**src/hw/rtl/i2cm_pkg.sv**
```systemverilog
// Shared types and constants for the I2C master byte engine.
// No dependencies; used by every module of the block.
package i2cm_pkg;

   localparam int unsigned QUEUE_DEPTH_DEFAULT = 2;
   localparam int unsigned UNIT_W = 16;

   // input kind codes
   localparam logic [2:0] KIND_TICK  = 3'd0;
   localparam logic [2:0] KIND_START = 3'd1;
   localparam logic [2:0] KIND_STOP  = 3'd2;
   localparam logic [2:0] KIND_WRITE = 3'd3;
   localparam logic [2:0] KIND_READ  = 3'd4;

   // register byte addresses
   localparam logic [2:0] ADDR_UNIT_TICKS = 3'd0;

   typedef enum logic [2:0] {
      CMD_NONE,
      CMD_START,
      CMD_STOP,
      CMD_WRITE,
      CMD_READ
   } cmd_type;

   typedef enum logic [4:0] {
      PH_IDLE,
      PH_REC_LOW,
      PH_REC_HIGH,
      PH_ST_A,
      PH_ST_B,
      PH_ST_C,
      PH_ST_D,
      PH_ST_E,
      PH_SP_A,
      PH_SP_B,
      PH_SP_C,
      PH_SP_D,
      PH_WR_LOW,
      PH_WR_DATA,
      PH_WR_HIGH,
      PH_WA_LOW,
      PH_WA_REL,
      PH_WA_HIGH,
      PH_WA_END,
      PH_RD_HIGH,
      PH_RD_LOW,
      PH_RA_LOW,
      PH_RA_DRV,
      PH_RA_HIGH,
      PH_RA_LOW2,
      PH_RA_REL
   } phase_type;

   typedef struct packed {
      logic [2:0] kind;
      logic [7:0] wr_byte;
      logic       ack_enable;
      logic       sda_in;
   } req_type;

   typedef struct packed {
      logic       scl_out;
      logic       sda_out;
      logic       busy_res;
      logic       done_res;
      logic [7:0] rd_byte;
      logic       ack_seen;
      logic       rejected;
   } rsp_type;

   // classified item as it sits in the queue
   typedef struct packed {
      cmd_type    cmd;
      logic [7:0] wr_byte;
      logic       ack_enable;
      logic       sda_in;
   } entry_type;

   typedef struct packed {
      logic empty;
      logic full;
   } fifo_status_type;

endpackage

```
**src/hw/rtl/i2c_master_byte_engine_unit.sv**
```systemverilog
// I2C master byte engine, top level: register port, front end, queue and
// back end. Depends on i2cm_pkg, i2cm_front, i2cm_fifo, i2cm_back.
//
// Usage:
//   req_* carries one bus tick per transfer: the sampled SDA level plus an
//   optional command (start, stop, write byte, read byte). Every request
//   transfer yields exactly one rsp_* transfer with the SCL/SDA drive levels,
//   busy/done flags, last read byte, last ack and a reject flag for a command
//   that arrived while a sequence was running.
//   The APB port holds unit_ticks (byte address 0), ticks per delay unit;
//   0 acts as 1. Write it only while the engine is idle. pready is tied high.
// Path/throughput:
//   A request transfer reaches the response side through the queue, then the
//   result register. One transfer per cycle is sustained while rsp_stall is
//   low; the limit is the sequencer's single state update per tick.
// Reset (synchronous): queue and result register empty, engine idle with SCL
//   low and SDA released, unit_ticks = 1.
// Stall: rsp_stall holds the result register; the queue keeps taking
//   requests until it fills, then req_stall goes high.
module i2c_master_byte_engine_unit #(
   parameter int unsigned QUEUE_DEPTH = i2cm_pkg::QUEUE_DEPTH_DEFAULT
) (
   input  logic              clock,
   input  logic              reset,
   // request channel
   input  logic              req_valid,
   output logic              req_stall,
   input  i2cm_pkg::req_type req_data,
   // response channel
   output logic              rsp_valid,
   input  logic              rsp_stall,
   output i2cm_pkg::rsp_type rsp_data,
   // register port
   input  logic              psel,
   input  logic              penable,
   input  logic              pwrite,
   input  logic [2:0]        paddr,
   input  logic [31:0]       pwdata,
   output logic [31:0]       prdata,
   output logic              pready
);

   logic [15:0] unit_ticks_ff, unit_ticks_in;

   logic                      push;
   logic                      pop;
   i2cm_pkg::entry_type       push_entry;
   i2cm_pkg::entry_type       head;
   i2cm_pkg::fifo_status_type fifo_status;

   // register file: a single timing register
   always_comb begin
      unit_ticks_in = unit_ticks_ff;
      if (psel && penable && pwrite && paddr == i2cm_pkg::ADDR_UNIT_TICKS) begin
         unit_ticks_in = pwdata[15:0];
      end
   end

   always_ff @(posedge clock) begin
      if (reset) begin
         unit_ticks_ff <= 16'd1;
      end else begin
         unit_ticks_ff <= unit_ticks_in;
      end
   end

   assign pready = 1'b1;
   assign prdata = (paddr == i2cm_pkg::ADDR_UNIT_TICKS) ? {16'd0, unit_ticks_ff} : 32'd0;

   // decode stage
   i2cm_front u_front (
      .req_valid   (req_valid),
      .req_stall   (req_stall),
      .req_data    (req_data),
      .fifo_status (fifo_status),
      .push        (push),
      .push_entry  (push_entry)
   );

   // decoupling queue
   i2cm_fifo #(
      .DEPTH (QUEUE_DEPTH)
   ) u_fifo (
      .clock      (clock),
      .reset      (reset),
      .push       (push),
      .push_entry (push_entry),
      .pop        (pop),
      .head       (head),
      .status     (fifo_status)
   );

   // bus sequencer and result register
   i2cm_back u_back (
      .clock       (clock),
      .reset       (reset),
      .unit_ticks  (unit_ticks_ff),
      .fifo_status (fifo_status),
      .head        (head),
      .pop         (pop),
      .rsp_valid   (rsp_valid),
      .rsp_stall   (rsp_stall),
      .rsp_data    (rsp_data)
   );

endmodule

```
**src/hw/rtl/i2cm_front.sv**
```systemverilog
// Front end: accepts request transfers and decodes the kind field.
// Depends on i2cm_pkg.
module i2cm_front (
   input  logic                     req_valid,
   output logic                     req_stall,
   input  i2cm_pkg::req_type        req_data,
   input  i2cm_pkg::fifo_status_type fifo_status,
   output logic                     push,
   output i2cm_pkg::entry_type      push_entry
);

   i2cm_pkg::cmd_type cmd;

   always_comb begin
      unique case (req_data.kind)
         i2cm_pkg::KIND_START: cmd = i2cm_pkg::CMD_START;
         i2cm_pkg::KIND_STOP:  cmd = i2cm_pkg::CMD_STOP;
         i2cm_pkg::KIND_WRITE: cmd = i2cm_pkg::CMD_WRITE;
         i2cm_pkg::KIND_READ:  cmd = i2cm_pkg::CMD_READ;
         default:              cmd = i2cm_pkg::CMD_NONE; // tick only, unknown codes too
      endcase
   end

   assign req_stall = fifo_status.full;
   assign push      = req_valid && !fifo_status.full;

   assign push_entry.cmd        = cmd;
   assign push_entry.wr_byte    = req_data.wr_byte;
   assign push_entry.ack_enable = req_data.ack_enable;
   assign push_entry.sda_in     = req_data.sda_in;

endmodule

```
**src/hw/rtl/i2cm_fifo.sv**
```systemverilog
// Short queue of decoded items between front and back end.
// Depends on i2cm_pkg.
module i2cm_fifo #(
   parameter int unsigned DEPTH = i2cm_pkg::QUEUE_DEPTH_DEFAULT
) (
   input  logic                      clock,
   input  logic                      reset,
   input  logic                      push,
   input  i2cm_pkg::entry_type       push_entry,
   input  logic                      pop,
   output i2cm_pkg::entry_type       head,
   output i2cm_pkg::fifo_status_type status
);

   localparam int unsigned PTR_W = $clog2(DEPTH);
   localparam int unsigned CNT_W = $clog2(DEPTH + 1);

   i2cm_pkg::entry_type mem_ff [DEPTH];
   logic [PTR_W-1:0] wr_ptr_ff, wr_ptr_in;
   logic [PTR_W-1:0] rd_ptr_ff, rd_ptr_in;
   logic [CNT_W-1:0] count_ff, count_in;

   always_comb begin
      wr_ptr_in = wr_ptr_ff;
      rd_ptr_in = rd_ptr_ff;
      count_in  = count_ff;
      if (push) begin
         wr_ptr_in = (wr_ptr_ff == PTR_W'(DEPTH - 1)) ? '0 : wr_ptr_ff + 1'b1;
      end
      if (pop) begin
         rd_ptr_in = (rd_ptr_ff == PTR_W'(DEPTH - 1)) ? '0 : rd_ptr_ff + 1'b1;
      end
      if (push && !pop) begin
         count_in = count_ff + 1'b1;
      end else if (pop && !push) begin
         count_in = count_ff - 1'b1;
      end
   end

   always_ff @(posedge clock) begin
      if (reset) begin
         wr_ptr_ff <= '0;
         rd_ptr_ff <= '0;
         count_ff  <= '0;
      end else begin
         wr_ptr_ff <= wr_ptr_in;
         rd_ptr_ff <= rd_ptr_in;
         count_ff  <= count_in;
      end
   end

   always_ff @(posedge clock) begin
      if (push) begin
         mem_ff[wr_ptr_ff] <= push_entry;
      end
   end

   assign head         = mem_ff[rd_ptr_ff];
   assign status.empty = (count_ff == '0);
   assign status.full  = (count_ff == CNT_W'(DEPTH));

   a_count_bound: assert property (@(posedge clock) disable iff (reset)
      count_ff <= CNT_W'(DEPTH))
      else $error("queue count above depth");

   a_no_overflow: assert property (@(posedge clock) disable iff (reset)
      status.full && !pop |-> !push)
      else $error("push into full queue");

   a_no_underflow: assert property (@(posedge clock) disable iff (reset)
      status.empty |-> !pop)
      else $error("pop from empty queue");

endmodule

```
**src/hw/rtl/i2cm_back.sv**
```systemverilog
// Back end: bus sequencer that runs one queued item per cycle unless the queue is empty or
// the result register is stalled, plus the result register. Depends on i2cm_pkg.
module i2cm_back (
   input  logic                      clock,
   input  logic                      reset,
   input  logic [15:0]               unit_ticks,
   input  i2cm_pkg::fifo_status_type fifo_status,
   input  i2cm_pkg::entry_type       head,
   output logic                      pop,
   output logic                      rsp_valid,
   input  logic                      rsp_stall,
   output i2cm_pkg::rsp_type         rsp_data
);

   i2cm_pkg::phase_type phase_ff, phase_in;
   logic [15:0] unit_count_ff, unit_count_in;
   logic [1:0]  units_left_ff, units_left_in;
   logic [3:0]  bit_index_ff, bit_index_in;
   logic [7:0]  shift_ff, shift_in;
   logic        ack_choice_ff, ack_choice_in;
   logic        scl_ff, scl_in;
   logic        sda_ff, sda_in;
   logic [7:0]  read_ff, read_in;
   logic        slave_ack_ff, slave_ack_in;

   logic              rsp_valid_ff, rsp_valid_in;
   i2cm_pkg::rsp_type rsp_data_ff, rsp_data_in;

   i2cm_pkg::phase_type nx;
   logic        is_cmd, enter, done, rej;
   logic [15:0] unit_len;
   logic [3:0]  bit_next;

   assign pop      = !fifo_status.empty && (!rsp_valid_ff || !rsp_stall);
   assign is_cmd   = (head.cmd != i2cm_pkg::CMD_NONE);
   assign unit_len = (unit_ticks == 16'd0) ? 16'd1 : unit_ticks;
   assign bit_next = bit_index_ff + 4'd1;

   always_comb begin
      phase_in      = phase_ff;
      unit_count_in = unit_count_ff;
      units_left_in = units_left_ff;
      bit_index_in  = bit_index_ff;
      shift_in      = shift_ff;
      ack_choice_in = ack_choice_ff;
      scl_in        = scl_ff;
      sda_in        = sda_ff;
      read_in       = read_ff;
      slave_ack_in  = slave_ack_ff;
      nx            = i2cm_pkg::PH_IDLE;
      enter         = 1'b0;
      done          = 1'b0;
      rej           = 1'b0;

      if (pop) begin
         if (phase_ff != i2cm_pkg::PH_IDLE) begin
            rej = is_cmd;
            if (units_left_ff == 2'd0) begin
               // segment over: take its sample, pick the successor
               unique case (phase_ff)
                  i2cm_pkg::PH_REC_LOW:  nx = i2cm_pkg::PH_REC_HIGH;
                  i2cm_pkg::PH_REC_HIGH: nx = head.sda_in ? i2cm_pkg::PH_ST_A
                                                          : i2cm_pkg::PH_REC_LOW;
                  i2cm_pkg::PH_ST_A:     nx = i2cm_pkg::PH_ST_B;
                  i2cm_pkg::PH_ST_B:     nx = i2cm_pkg::PH_ST_C;
                  i2cm_pkg::PH_ST_C:     nx = i2cm_pkg::PH_ST_D;
                  i2cm_pkg::PH_ST_D:     nx = i2cm_pkg::PH_ST_E;
                  i2cm_pkg::PH_SP_A:     nx = i2cm_pkg::PH_SP_B;
                  i2cm_pkg::PH_SP_B:     nx = i2cm_pkg::PH_SP_C;
                  i2cm_pkg::PH_SP_C:     nx = i2cm_pkg::PH_SP_D;
                  i2cm_pkg::PH_WR_LOW:   nx = i2cm_pkg::PH_WR_DATA;
                  i2cm_pkg::PH_WR_DATA:  nx = i2cm_pkg::PH_WR_HIGH;
                  i2cm_pkg::PH_WR_HIGH: begin
                     bit_index_in = bit_next;
                     nx = (bit_next < 4'd8) ? i2cm_pkg::PH_WR_LOW : i2cm_pkg::PH_WA_LOW;
                  end
                  i2cm_pkg::PH_WA_LOW:   nx = i2cm_pkg::PH_WA_REL;
                  i2cm_pkg::PH_WA_REL:   nx = i2cm_pkg::PH_WA_HIGH;
                  i2cm_pkg::PH_WA_HIGH: begin
                     slave_ack_in = !head.sda_in;
                     nx = i2cm_pkg::PH_WA_END;
                  end
                  i2cm_pkg::PH_RD_HIGH: begin
                     shift_in = {shift_ff[6:0], head.sda_in};
                     nx = i2cm_pkg::PH_RD_LOW;
                  end
                  i2cm_pkg::PH_RD_LOW: begin
                     bit_index_in = bit_next;
                     nx = (bit_next < 4'd8) ? i2cm_pkg::PH_RD_HIGH : i2cm_pkg::PH_RA_LOW;
                  end
                  i2cm_pkg::PH_RA_LOW:   nx = i2cm_pkg::PH_RA_DRV;
                  i2cm_pkg::PH_RA_DRV:   nx = i2cm_pkg::PH_RA_HIGH;
                  i2cm_pkg::PH_RA_HIGH:  nx = i2cm_pkg::PH_RA_LOW2;
                  i2cm_pkg::PH_RA_LOW2:  nx = i2cm_pkg::PH_RA_REL;
                  i2cm_pkg::PH_RA_REL: begin
                     read_in = shift_ff;
                     nx = i2cm_pkg::PH_IDLE;
                  end
                  default:               nx = i2cm_pkg::PH_IDLE; // last edge of start, stop, write
               endcase
               if (nx == i2cm_pkg::PH_IDLE) begin
                  phase_in      = i2cm_pkg::PH_IDLE;
                  units_left_in = 2'd0;
                  unit_count_in = 16'd0;
                  done          = 1'b1;
               end else begin
                  enter = 1'b1;
               end
            end
         end else if (is_cmd) begin
            bit_index_in = 4'd0;
            enter        = 1'b1;
            unique case (head.cmd)
               i2cm_pkg::CMD_START: begin
                  nx = head.sda_in ? i2cm_pkg::PH_ST_A : i2cm_pkg::PH_REC_LOW;
               end
               i2cm_pkg::CMD_STOP: begin
                  nx = i2cm_pkg::PH_SP_A;
               end
               i2cm_pkg::CMD_WRITE: begin
                  shift_in = head.wr_byte;
                  nx = i2cm_pkg::PH_WR_LOW;
               end
               default: begin
                  shift_in      = 8'd0;
                  ack_choice_in = head.ack_enable;
                  nx = i2cm_pkg::PH_RD_HIGH;
               end
            endcase
         end

         if (enter) begin
            units_left_in = 2'd1;
            unique case (nx)
               i2cm_pkg::PH_REC_LOW: begin
                  scl_in = 1'b0; sda_in = 1'b0; units_left_in = 2'd3;
               end
               i2cm_pkg::PH_REC_HIGH: begin
                  scl_in = 1'b1; sda_in = 1'b1; units_left_in = 2'd3;
               end
               i2cm_pkg::PH_ST_A:    scl_in = 1'b0;
               i2cm_pkg::PH_ST_B:    sda_in = 1'b1;
               i2cm_pkg::PH_ST_C:    scl_in = 1'b1;
               i2cm_pkg::PH_ST_D:    sda_in = 1'b0;
               i2cm_pkg::PH_ST_E:    scl_in = 1'b0;
               i2cm_pkg::PH_SP_A:    scl_in = 1'b0;
               i2cm_pkg::PH_SP_B:    sda_in = 1'b0;
               i2cm_pkg::PH_SP_C:    scl_in = 1'b1;
               i2cm_pkg::PH_SP_D:    sda_in = 1'b1;
               i2cm_pkg::PH_WR_LOW:  scl_in = 1'b0;
               i2cm_pkg::PH_WR_DATA: begin
                  sda_in   = shift_in[7];
                  shift_in = {shift_in[6:0], 1'b0};
               end
               i2cm_pkg::PH_WR_HIGH: begin
                  scl_in = 1'b1; units_left_in = 2'd2;
               end
               i2cm_pkg::PH_WA_LOW:  scl_in = 1'b0;
               i2cm_pkg::PH_WA_REL:  sda_in = 1'b1;
               i2cm_pkg::PH_WA_HIGH: scl_in = 1'b1;
               i2cm_pkg::PH_WA_END:  scl_in = 1'b0;
               i2cm_pkg::PH_RD_HIGH: begin
                  scl_in = 1'b1; sda_in = 1'b1; // released while sampling
               end
               i2cm_pkg::PH_RD_LOW: begin
                  scl_in = 1'b0; units_left_in = 2'd2;
               end
               i2cm_pkg::PH_RA_LOW:  scl_in = 1'b0;
               i2cm_pkg::PH_RA_DRV:  sda_in = !ack_choice_in;
               i2cm_pkg::PH_RA_HIGH: begin
                  scl_in = 1'b1; units_left_in = 2'd2;
               end
               i2cm_pkg::PH_RA_LOW2: scl_in = 1'b0;
               i2cm_pkg::PH_RA_REL:  sda_in = 1'b1;
               default: ;
            endcase
            phase_in      = nx;
            unit_count_in = 16'd0;
         end

         // unit timer
         if (phase_in != i2cm_pkg::PH_IDLE) begin
            unit_count_in = unit_count_in + 16'd1;
            if (unit_count_in >= unit_len) begin
               unit_count_in = 16'd0;
               if (units_left_in != 2'd0) begin
                  units_left_in = units_left_in - 2'd1;
               end
            end
         end
      end

      rsp_data_in.scl_out  = scl_in;
      rsp_data_in.sda_out  = sda_in;
      rsp_data_in.busy_res = (phase_in != i2cm_pkg::PH_IDLE);
      rsp_data_in.done_res = done;
      rsp_data_in.rd_byte  = read_in;
      rsp_data_in.ack_seen = slave_ack_in;
      rsp_data_in.rejected = rej;

      if (pop) begin
         rsp_valid_in = 1'b1;
      end else if (!rsp_stall) begin
         rsp_valid_in = 1'b0;
      end else begin
         rsp_valid_in = rsp_valid_ff;
      end
   end

   always_ff @(posedge clock) begin
      if (reset) begin
         phase_ff      <= i2cm_pkg::PH_IDLE;
         unit_count_ff <= '0;
         units_left_ff <= '0;
         bit_index_ff  <= '0;
         shift_ff      <= '0;
         ack_choice_ff <= 1'b0;
         scl_ff        <= 1'b0;
         sda_ff        <= 1'b1;
         read_ff       <= '0;
         slave_ack_ff  <= 1'b0;
         rsp_valid_ff  <= 1'b0;
      end else begin
         phase_ff      <= phase_in;
         unit_count_ff <= unit_count_in;
         units_left_ff <= units_left_in;
         bit_index_ff  <= bit_index_in;
         shift_ff      <= shift_in;
         ack_choice_ff <= ack_choice_in;
         scl_ff        <= scl_in;
         sda_ff        <= sda_in;
         read_ff       <= read_in;
         slave_ack_ff  <= slave_ack_in;
         rsp_valid_ff  <= rsp_valid_in;
      end
   end

   always_ff @(posedge clock) begin
      if (pop) begin
         rsp_data_ff <= rsp_data_in;
      end
   end

   assign rsp_valid = rsp_valid_ff;
   assign rsp_data  = rsp_data_ff;

   a_idle_quiet: assert property (@(posedge clock) disable iff (reset)
      phase_ff == i2cm_pkg::PH_IDLE |-> unit_count_ff == '0 && units_left_ff == '0)
      else $error("timer running while idle");

   a_bit_bound: assert property (@(posedge clock) disable iff (reset)
      bit_index_ff <= 4'd8)
      else $error("bit index past byte end");

   a_reject: assert property (@(posedge clock) disable iff (reset)
      pop && is_cmd && phase_ff != i2cm_pkg::PH_IDLE |=> rsp_data_ff.rejected)
      else $error("busy command not flagged");

   a_done_idle: assert property (@(posedge clock) disable iff (reset)
      pop && done |=> !rsp_data_ff.busy_res && phase_ff == i2cm_pkg::PH_IDLE)
      else $error("done while still busy");

endmodule
```
**config.mk**
```make
export PLATFORM = sky130hd
export DESIGN_NAME = i2c_master_byte_engine_unit
export DESIGN_NICKNAME = d
export VERILOG_FILES = /design/src/hw/rtl/i2cm_pkg.sv /design/src/hw/rtl/i2c_master_byte_engine_unit.sv /design/src/hw/rtl/i2cm_front.sv /design/src/hw/rtl/i2cm_fifo.sv /design/src/hw/rtl/i2cm_back.sv
export SDC_FILE = /design/constraint.sdc
export NUM_CORES = 1
export LEC_CHECK = 0
export BUFFER_PORTS_ARGS = -buffer_cell sky130_fd_sc_hd__buf_2
export CAP_MARGIN = 15
export CORE_ASPECT_RATIO = 0.5
export CORE_MARGIN = 2
export CORE_UTILIZATION = 51
export DETAILED_ROUTE_END_ITERATION = 6
export PLACE_DENSITY = 0.75
export SLEW_MARGIN = 20
export SYNTH_ARGS = -nofsm -noshare
export SYNTH_HDL_FRONTEND = slang
export SYNTH_HIERARCHICAL = 1
export SYNTH_SLANG_ARGS = --single-unit
```
**constraint.sdc**
```tcl
create_clock -name clock -period 4.4 [get_ports clock]
set_input_delay 0.22 -clock clock [delete_from_list [all_inputs] [get_ports clock]]
set_output_delay 0.22 -clock clock [all_outputs]
set_load 0.05 [all_outputs]
```
# --- After elaboration in Yosys (flattened, before gate mapping) ---
# Memories as Yosys holds them, arrays and structs flattened. A register that Yosys moved wholly into a read port is not among the register bits.
# Cells that the tools add are included.
word_totals:
  reg_bits: 82
  ram_bits: 26
  in_bits: 55
  out_inout_bits: 49
  elab_cells: 211
  mem_count: 1
classes:
  addsub: 7
  magnitude_cmp: 2
  n_eq_ne: 58
  mux: 82
  reduce_logical: 39
memory_table:
  columns: ["name", "depth", "word_bits", "read_ports", "rd_clocked_by_memory_dff", "write_ports", "line_no", "text"]
  rows:
  - ["u_fifo.mem_ff", 2, 13, 1, 1, 1, "i2cm_fifo.sv:18", "i2cm_pkg::entry_type mem_ff [DEPTH];"]
ops:
  columns: ["op", "n"]
  rows:
  - ["$mux 16", 9]
  - ["$pmux 5 s21", 1]
  - ["$eq 5x5->1 const B", 19]
  - ["$mux 8", 10]
  - ["$eq 5x4->1 const B", 15]
  - ["$mux 5", 13]
  - ["$eq 5x3->1 const B", 7]
  - ["$mux 1", 26]
  - ["$mux 2", 12]
  - ["$eq 5x2->1 const B", 4]
  - ["$add 16x1->16 const B", 1]
  - ["$ge 16x16->1", 1]
  - ["$logic_not 16->1", 1]
  - ["$mux 4", 4]
  - ["$pmux 8 s2", 1]
  - ["$pmux 5 s3", 1]
  - ["$reduce_bool 5->1", 3]
  - ["$eq 3x2->1 const B", 4]
  - ["$pmux 3 s4", 1]
  - ["$eq 5x1->1 const B", 2]
  - ["$reduce_or 10->1", 1]
  - ["$reduce_or 3->1", 3]
  - ["$logic_not 1->1", 8]
  - ["$logic_and 1x1->1", 7]
  - ["other kinds (25)", 34]

# --- Depth between registers and ports, before layout ---
# Gate-level depths: netlist of run 1.
logic_depth:
  depth_word: 19
  depth_mapped: 19
  mapped_depth_nobuf: 15

# --- Hierarchy ---
# The synthesis of run 1 kept the hierarchy.
by_module_without_submodules:
  columns: ["mod", "n_inst", "cells_per_inst", "area_per_inst_um2", "seq_area_each_um2"]
  rows:
  - ["i2cm_back", 1, 517, 4371.7, 1381.3]
  - ["i2cm_fifo", 1, 62, 1139.8, 880.8]
  - ["i2c_master_byte_engine_unit", 1, 107, 994.7, 320.3]
  - ["i2cm_front", 1, 15, 118.9, 0.0]

# --- Worst setup path after synthesis of run 1 ---
# OpenSTA, ideal clock, no wires.
synth_path:
  kind: "register to register"
  startpoint: "reg (tool-made name)"
  endpoint: "reg u_back.unit_count_ff[14]"
  arrival_ps: 3737
  required_time_ps: 4309
  path_slack_ps: 572
  stages_incl_launch_ff: 19
  n_path_buf: 5
  period_less_slack_ps: 3828
  cell_sequence: "dfxtp_1 > buf_2 > mux2_2 > clkbuf_1 > nor3_1 > a21oi_1 > clkbuf_1 > buf_1 > nor2_1 > ha_1 > a21o_1 > a21o_1 > a21oi_1 > o21ai_0 > a21oi_1 > and3_1 > buf_6 > a21oi_1 > a311oi_1"
synth_lines:
  columns: ["item", "line_no", "text"]
  rows:
  - ["end signal: assignment", "i2cm_back.sv:225", "unit_count_ff <= unit_count_in;"]
  - ["end: declaration", "i2cm_back.sv:16", "logic [15:0] unit_count_ff, unit_count_in;"]

# --- Worst setup path in the final report of run 1 ---
layout_path:
  startpoint: "reg u_back.phase_ff[3]"
  endpoint: "reg u_back.unit_count_ff[9]"
layout_between:
  elab_chain_len: 16
layout_lines:
  columns: ["item", "line_no", "text"]
  rows:
  - ["start: declaration", "i2cm_back.sv:15", "i2cm_pkg::phase_type phase_ff, phase_in;"]
  - ["start signal: assignment", "i2cm_back.sv:212", "phase_ff <= i2cm_pkg::PH_IDLE;"]
  - ["start signal: assignment", "i2cm_back.sv:224", "phase_ff <= phase_in;"]
  - ["$eq 5x5->1 (tied with other cells)", "i2cm_back.sv:60", "unique case (phase_ff)"]
  - ["$pmux 5 s21", "i2cm_back.sv:60", null]
  - ["$mux 5", "i2cm_back.sv:58", "if (units_left_ff == 2'd0) begin"]
  - ["$mux 5", "i2cm_back.sv:56", "if (phase_ff != i2cm_pkg::PH_IDLE) begin"]
  - ["$mux 5", "i2cm_back.sv:55", "if (pop) begin"]
  - ["$logic_not 5->1", "i2cm_back.sv:101", "if (nx == i2cm_pkg::PH_IDLE) begin"]
  - ["$mux 1", "i2cm_back.sv:101", null]
  - ["$mux 1", "i2cm_back.sv:58", null]
  - ["$mux 1", "i2cm_back.sv:56", null]
  - ["$mux 1", "i2cm_back.sv:55", null]
  - ["$mux 16", "i2cm_back.sv:132", "if (enter) begin"]
  - ["$mux 16", "i2cm_back.sv:55", null]
  - ["$add 16x1->16", "i2cm_back.sv:183", "unit_count_in = unit_count_in + 16'd1;"]
  - ["$ge 16x16->1", "i2cm_back.sv:184", "if (unit_count_in >= unit_len) begin"]
  - ["$mux 16", "i2cm_back.sv:184", null]
  - ["$mux 16 (*)", "i2cm_back.sv:182", "if (phase_in != i2cm_pkg::PH_IDLE) begin"]
# Mark *: on every way between the ends. The rest lies on a longest branch, timed or not. The select of a mux whose other input is x is not followed.
# A chain may end at the register's enable or synchronous reset.

==> summary.md, run 1 <==
| Metric | Value |
|---|---|
| Dpl ws | 441 ps |
| Row cnt | 29 |
| Cell depth of the worst setup path | 14 |
| Critical R2R Launch | u_back/phase_ff[3] |
| Critical path endpoint | u_back/unit_count_ff[9] |
| Seq/Total Area, Yosys | 39.0% |
| Mean Syn Cell Area | 9.45 um^2 |
| CP Data Arrival Time | 4320 ps |
| Req. time, crit path | 4680 ps |
| Max Fanout on Critical Path | 14 |
| Post-route ant nets | 0 |
| Total core area | 12700 um^2 |
| Initial Util | 52.3% |
| Die H | 84.6 um |
| Max Slew Vio Count | 0 |
| Top-level I/O count | 104 |
| Largest delay share family, worst path | compound AO/OA/AOI/OAI gates |
| Worst Setup Slack, final | 356 ps |
| Reg2reg path depth | 14 |
| CP peak stage delay | 420 ps |
| WL/cell | 15.2 um |
| HPWL after DPL | 9680 um |
| Cts bufs inserted | 9 |
| Critical path type | reg -> reg |
| Routability cong. | 0.904 |
| Setup-failing EPs final | 0 |
| Top routing layer used | met4 |
| Vias in the first global route | 4757 |
| Cells after Synth | 701 |
| Pleak | 0.00286 uW |
| Clk buf depth | 2 |
| DR iter-0 viols | 352 |
| Die area | 14000 um^2 |
| Nets | 814 |
| Clock sink count | 109 |
| Vias | 5215 |
| Yosys reg bits | 109 |
| # Max-Cap Violations | 0 |
| Slowest CP cell | a21oi_1 |
| Fill cells | 1125 |
| Gr usage total | 20.1% |
| CP cell instances | nor4_4, a21oi_1, a21oi_1, buf_4, nor2_1, ha_1, a2111o_1, a31oi_1, o21ai_0, a21oi_1, and3_1, buf_4, a32oi_1, a21oi_1 |
| Post-synth cell types | 78 |
| RSZ-0062 raised after global routing | false |
| Routed vias/inst | 5.69 |
| Crit path top cell by count | a21oi_1 |
| P per Cell Area | 693 nW/um^2 |
| Status | completed |
| Pin count of the biggest net entering global routing | 67 |
| CTS root buffer | clkbuf_16 |
| CTS tree | done |
| Routed wl met3 | 628 um |
| Final min period | 4040 ps |
| ANT cells | 0 |
| H-tree depth | 3 |
| Slew HR | 30.9% |
| CP bufs+invs | 2 |
| TNS Setup | 0 ps |
| Post_cts resized | 0 |
| DRT met1 WL | 6370 um |
| CP Launch Point | u_back/phase_ff[3] |
| Fin Clk Skew | 11.2 ps |
| Synthesized area | 6630 um^2 |
| First-pass GRT wire length | 22600 um |
| Post-CTS Setup Bufs | 0 |
| Met2 WL | 6710 um |
| Clk slew on worst S/H paths | 80 ps |
| Antenna violations before repair | 0 |
| Final hold vios | 0 |
| Least-Margin Pin Slew | 1040 ps |
| DRC viols | 0 |
| Drt first pass iters | 6 |
| I/O Buffers | 70 |
| Hold buffer count at cts | 0 |
| Post-synth EDFFs | 40 |
| Area growth from synthesis to layout | 8.42% |
| Die width | 165 um |
| Max VDD drop | 0.375 mV |
| Top_reg_cell synth | dfxtp_1 |
| RR Endpoint | u_back/unit_count_ff[9] |
| Worst Hold Class | in -> reg |
| Flop2flop setup slack | 360 ps |
| Crit path launch type | register |
| Asr flop ratio synth | 0% |
| Total congestion overflow | 0 |
| Critical Path Sink Type | register |
| Maximum clock frequency | 247 MHz |
| Synth warnings | 6 |
| Worst-Skew Late Latency | 360 ps |
| Tcrit/Tclk final | 91.9% |
| Ratio of cells with drive above 1 in the final layout | 20.0% |
| Overall power | 4980 uW |
| Drt total wl | 13900 um |
## logic make-up (layout without fill, tap and decap cells)
family          after synthesis  after routing  synth area share [%]
mux                          64             64                  10.2
flops                       109            109                  39.0
other cells                   2             17                 0.113
buf+inv                      94            124                  8.23
simple gates                267            267                  23.1
fa+ha+maj                    18             18                  3.40
compound gates              124            124                  13.0
xor+xnor                     23             23                  3.04
## cell usage in the layout, fill, tap and decap left out, types with 17 or more instances in the layout
cell type,instances
buf_2,70
dfxtp_1,69
nor2_1,66
mux2i_1,40
edfxtp_1,40
nand2b_1,34
nand2_1,31
a21oi_1,27
o21ai_0,25
nand3_1,24
mux2_2,23
inv_1,22
and2_1,20
a22oi_1,18
ha_1,18
conb_1,17
## layout make-up
cell class	instances	area (um^2)	share of cell area, %
Multi-Input combinational cell	513	3560	49.5
Sequential cell	109	2580	36.0
Timing Repair Buffer	86	470	6.55
Clock buffer	11	233	3.24
Tap cell	170	213	2.96
Inverter	22	82.6	1.15
Clock inverter	5	46.3	0.644
## worst register-to-register path: cells and delay by family (launching register included)
kind / cells / cell delay, ps
AOI/OAI and AO/OA: 8 / 1920
adders and majority gates: 1 / 330
buffers and inverters: 2 / 520
DFF: 1 / 410
and+or+nand+nor: 3 / 780
## cell usage after synthesis, types with 4 or more instances
cell type	instances	area share, %
a211oi_1	11	1.2
a21o_1	8	0.91
a21oi_1	27	2.0
a22oi_1	18	2.0
a31oi_1	4	0.38
and2_1	20	1.9
and4_1	5	0.66
buf_2	11	0.83
buf_4	33	3.7
clkbuf_1	20	1.1
dfxtp_1	69	21
edfxtp_1	40	18
ha_1	18	3.4
inv_1	22	1.2
mux2_2	23	3.9
mux2i_1	40	6.0
nand2_1	31	1.8
nand2b_1	34	3.2
nand3_1	24	1.8
nand4_1	8	0.76
nor2_1	66	3.7
nor2b_1	15	1.4
nor3_1	10	0.76
nor4_1	7	0.66
o211ai_1	4	0.45
o21ai_0	25	1.9
or3_1	11	1.0
xnor2_1	12	1.6
xor2_1	11	1.5
## layer usage
layer / GRT usage [%] / vias up
met5: 0 / -
met4: 6.09 / 0
met3: 3.41 / 19
met2: 34.2 / 152
met1: 26.3 / 2490
li1: - / 2554
## power breakdown
group	internal [uW]	leakage (uW)	switching (uW)	total, uW
Sequential	1270	0.000941	131	1400
Combinational	956	0.00178	1850	2810
Clock	394	0.000136	376	770
## worst min path at each step
stage | from | endpoint | slack (ps) | depth (start not counted)
final | req_data[7] | u_fifo/mem_ff[0][7] | 50 | 1
after global routing | req_data[0] | u_fifo/mem_ff[0][0] | 50 | 1
after CTS | req_data[7] | u_fifo/mem_ff[0][7] | 40 | 1
after detailed placement | req_data[7] | u_fifo/mem_ff[0][7] | 410 | 1
after global placement | req_data[2] | u_fifo/mem_ff[1][2] | 410 | 1
after floorplan | reset | u_fifo/count_ff[1] | 290 | 1
## state kept, by name (all words and copies together), names as in the netlist, named ones only
register              flops
u_back/read_ff            8
u_back/slave_ack_ff       1
u_fifo/mem_ff            26
u_back/rsp_valid          1
u_back/phase_ff           5
u_fifo/rd_ptr_ff          1
u_back/unit_count_ff     16
unit_ticks_ff            16
u_back/ack_choice_ff      1
u_back/scl_ff             1
u_back/sda_ff             1
u_back/units_left_ff      2
u_back/bit_index_ff       4
u_fifo/count_ff           2
u_back/shift_ff           8
u_fifo/wr_ptr_ff          1
u_back/rsp_data          14
## through the flow
stage          hold WS (ps)  utilization [%]  std cells  area [um^2]
2_1_floorplan           289                -        716         6680
3_3_place_gp            408             54.5        900         6900
3_5_place_dp            411             54.5        900         6900
4_1_cts                40.7             56.7        916         7180
5_1_grt                47.1             56.7        916         7180
6_report               46.1             56.7        916         7180
Power figures use the tool's default switching activity.
==> run 2: changes to the inputs <==
--- a/config.mk
+++ b/config.mk
@@ -5,6 +5,7 @@
 export SDC_FILE = /design/constraint.sdc
 export NUM_CORES = 1
 export LEC_CHECK = 0
+export ABC_AREA = 1
 export BUFFER_PORTS_ARGS = -buffer_cell sky130_fd_sc_hd__buf_2
 export CAP_MARGIN = 15
 export CORE_ASPECT_RATIO = 0.5
==> run 2 against run 1 <==
  * Sequential power is 6% higher
  * Largest power group unchanged
  * Maximum frequency is 2.4% higher
  * Clock-buffer cell count unchanged
  * Power increased by 15%
  * Utilization rose by 1.2 points
  * Register-to-register slack improved by 90 ps
  * Synthesized area grew 4.2%
  * Global-route usage up 1.9 points
==> summary.md, run 2 <==
| Metric | Value |
|---|---|
| Status | completed (unchanged) |
| Pin count of the biggest net entering global routing | 45 (was 67) |
| Fin Clk Skew | 4.23 ps (was 11.2 ps) |
| Max VDD drop | 0.362 mV (was 0.375 mV) |
| Final min period | 3950 ps (was 4040 ps) |
| # Max-Cap Violations | 0 (unchanged) |
| Yosys reg bits | 109 (unchanged) |
| Gr usage total | 21.9% (was 20.1%) |
| Vias | 6156 (was 5215) |
| Nets | 1095 (was 814) |
| Top post-synthesis cells by count | nand2_1, inv_1, nor2_1 (was dfxtp_1, nor2_1, edfxtp_1, mux2i_1, nand2b_1) |
| Total congestion overflow | 0 (unchanged) |
| Max FFs per register | 26 (unchanged) |
| Row cnt | 29 (unchanged) |
| Top-count cell post-synth | nand2_1 (was dfxtp_1) |
| Asr flop ratio synth | 0% (unchanged) |
| CP peak stage delay | 400 ps (was 420 ps) |
| P per Cell Area | 766 nW/um^2 (was 693 nW/um^2) |
| Worst Setup Slack, final | 450 ps (was 356 ps) |
| CP Data Arrival Time | 4250 ps (was 4320 ps) |
| Final hold vios | 0 (unchanged) |
| Cells after Synth | 975 (was 701) |
| Slew HR | 25.7% (was 30.9%) |
| Fill cells | 1220 (was 1125) |
| Reg2reg path depth | 24 (was 14) |
| Initial Util | 53.3% (was 52.3%) |
| Vias in the first global route | 5756 (was 4757) |
| Hold path start | req_data[0] (was req_data[7]) |
| Drt first pass iters | 5 (was 6) |
| Clock sink count | 109 (unchanged) |
| Commonest non-fill, non-tap cell in the layout | nand2_1 (was buf_2) |
| Seq. cell area | 2580 um^2 (about the same) |
| Seq/Total Area, Yosys | 37.4% (was 39.0%) |
| Post-route ant nets | 0 (unchanged) |
| DRC viols | 0 (unchanged) |
| Top_reg_cell synth | dfxtp_1 (unchanged) |
| WL/cell | 12.8 um (was 15.2 um) |
| Synth top area cells | dfxtp_1, edfxtp_1, nand2_1 (was dfxtp_1, edfxtp_1, mux2i_1) |
| Least-Margin Pin Slew | 1110 ps (was 1040 ps) |
| CTS tree | done (unchanged) |
| Maximum clock frequency | 253 MHz (was 247 MHz) |
| Post-synth cell types | 50 (was 78) |
| Antenna violations before repair | 0 (unchanged) |
| Slowest CP cell | dfxtp_2 (was a21oi_1) |
| Routed vias/inst | 5.14 (was 5.69) |
| Largest Register | u_fifo/mem_ff (unchanged) |
| Setup-failing EPs final | 0 (unchanged) |
| Synthesized area | 6900 um^2 (was 6630 um^2) |
| Ratio of cells with drive above 1 in the final layout | 15.2% (was 20.0%) |
| Clk slew on worst S/H paths | 70 ps (was 80 ps) |
| Regs by FF count | u_fifo/mem_ff (26), u_back/unit_count_ff (16), unit_ticks_ff (16) (unchanged) |
| H-tree depth | 3 (unchanged) |
| Tcrit/Tclk final | 89.8% (was 91.9%) |
| Die H | 86.3 um (was 84.6 um) |
| Hold buffer count at cts | 0 (unchanged) |
| First-pass GRT wire length | 25900 um (was 22600 um) |
| Top-level I/O count | 104 (unchanged) |
| I/O Buffers | 70 (unchanged) |
| Worst-Skew Late Latency | 350 ps (was 360 ps) |
| Post-synth EDFFs | 40 (unchanged) |
| Post-CTS Setup Bufs | 0 (unchanged) |
| Multi-input gate area | 3430 um^2 (was 3560 um^2) |
| Die area | 14500 um^2 (was 14000 um^2) |
| Crit path launch type | register (unchanged) |
| Area growth from synthesis to layout | 8.61% (was 8.42%) |
| Drt total wl | 15300 um (was 13900 um) |
| RSZ-0062 raised after global routing | false (unchanged) |
| Critical path type | reg -> reg (unchanged) |
| Max Slew Vio Count | 0 (unchanged) |
| Most frequent cells in the layout | nand2_1, inv_1, nor2_1 (was buf_2, dfxtp_1, nor2_1) |
| Synth warnings | 6 (unchanged) |
| Max Fanout on Critical Path | 15 (was 14) |
| Hold path depth | 1 (unchanged) |
| TNS Setup | 0 ps (unchanged) |
| Cts bufs inserted | 9 (unchanged) |
| Share of the synthesized area in the top cell type | 20.0% (was 20.8%) |
| ANT cells | 0 (unchanged) |
| Biggest area consumer among synthesized cells | dfxtp_1 (unchanged) |
| Worst Hold Class | in -> reg (unchanged) |
| Total core area | 13000 um^2 (was 12700 um^2) |
| Die width | 169 um (was 165 um) |
| DR iter-0 viols | 587 (was 352) |
| Mean Syn Cell Area | 7.08 um^2 (was 9.45 um^2) |
| Final hold slack | 53.4 ps (was 46.1 ps) |
| Pleak | 0.00352 uW (was 0.00286 uW) |
| HPWL after DPL | 11400 um (was 9680 um) |
| Routability cong. | 0.875 (was 0.904) |
| CTS root buffer | clkbuf_16 (unchanged) |
| CP cell instances | mux2_4, inv_1, nand3_1, nand2_2, nand2_4, nor2_2, nand2_1, nor2_4, nand2_2, nor2_4, nand3_1, xor2_1, ha_1, a21oi_1, o21ai_0, a21oi_1, nand3_1, inv_1, nand2_2, inv_4, nand2_1, o211ai_1, nand2_1, inv_1 (was nor4_4, a21oi_1, a21oi_1, buf_4, nor2_1, ha_1, a2111o_1, a31oi_1, o21ai_0, a21oi_1, and3_1, buf_4, a32oi_1, a21oi_1) |
| Critical Path Sink Type | register (unchanged) |
| Dpl ws | 361 ps (was 441 ps) |
| Req. time, crit path | 4700 ps (was 4680 ps) |
| Clk buf depth | 2 (unchanged) |
[run 2: cell count changes after synthesis, moves of 17 or more]
cell	previous run	this run
a22oi_1	18	1
nor2_1	66	135
nand3_1	24	90
a21oi_1	27	57
and2_1	20	1
mux2_2	23	3
nand2b_1	34	0
inv_1	22	141
nand2_1	31	201
mux2i_1	40	0
o21ai_1	0	17
[run 2: metrics by stage]
stage	util, %	instance area [um^2]	std cells	power (uW)
4_1_cts	57.8	7490	1197	5690
3_5_place_dp	55.6	7200	1181	4900
5_1_grt	57.9	7500	1197	6240
3_3_place_gp	55.6	7200	1181	4820
6_report	57.9	7500	1197	5740
2_1_floorplan	-	6960	990	4250
[run 2: where the power goes]
group,internal [uW],switching [uW]
Clock,417,362
Sequential,1330,151
Combinational,1010,2470
Total,2760,2990
[run 2: path summary, 6_finish.rpt]
| kind | endpoint | slack, ps |
|---|---|---|
| max | u_back/unit_count_ff[6] | 450 |
| min reg2reg | u_back/sda_ff | 470 |
| max reg2reg | u_back/unit_count_ff[6] | 450 |
| min | u_fifo/mem_ff[1][0] | 50 |
[run 2: logic make-up after synthesis]
logic type | synth area share (%)
fa+ha+maj | 3.26
flops | 37.4
other cells | 0.109
simple gates | 30.3
compound gates | 11.0
mux | 2.66
buf+inv | 14.0
xor+xnor | 1.23
[run 2: cell type report]
class | count | area share (%)
clock buffer | 11 | 3.39
clock inverter | 5 | 0.434
timing repair buffer | 75 | 5.17
multi-input combinational | 669 | 45.7
sequential | 109 | 34.5
tap | 170 | 2.84
inverter | 158 | 7.98
[run 2: timing repair]
item | in CTS | in global routing
setup endpoints to repair | 0 | 17
resized for setup | 0 | 5
hold endpoints to repair | 0 | 0
[run 2: critical path: cells and delay by family (launching register included)]
| family | cells | cell delay [ps] |
|---|---|---|
| flip-flops | 1 | 400 |
| multiplexers | 1 | 340 |
| XOR/XNOR | 1 | 290 |
| buffers and inverters | 4 | 420 |
| AND/OR/NAND/NOR | 13 | 1680 |
| adder cells (fa/ha/maj) | 1 | 300 |
| AO/OA/AOI/OAI | 4 | 470 |
[run 2: per-layer routing]
layer	vias to the layer above	GRT usage (%)	part of all wire [%]
met2	197	39.7	48
met3	14	3.84	5.8
met5	-	0	0
met4	0	6.58	1.1
li1	3183	-	-
met1	2762	27.2	45
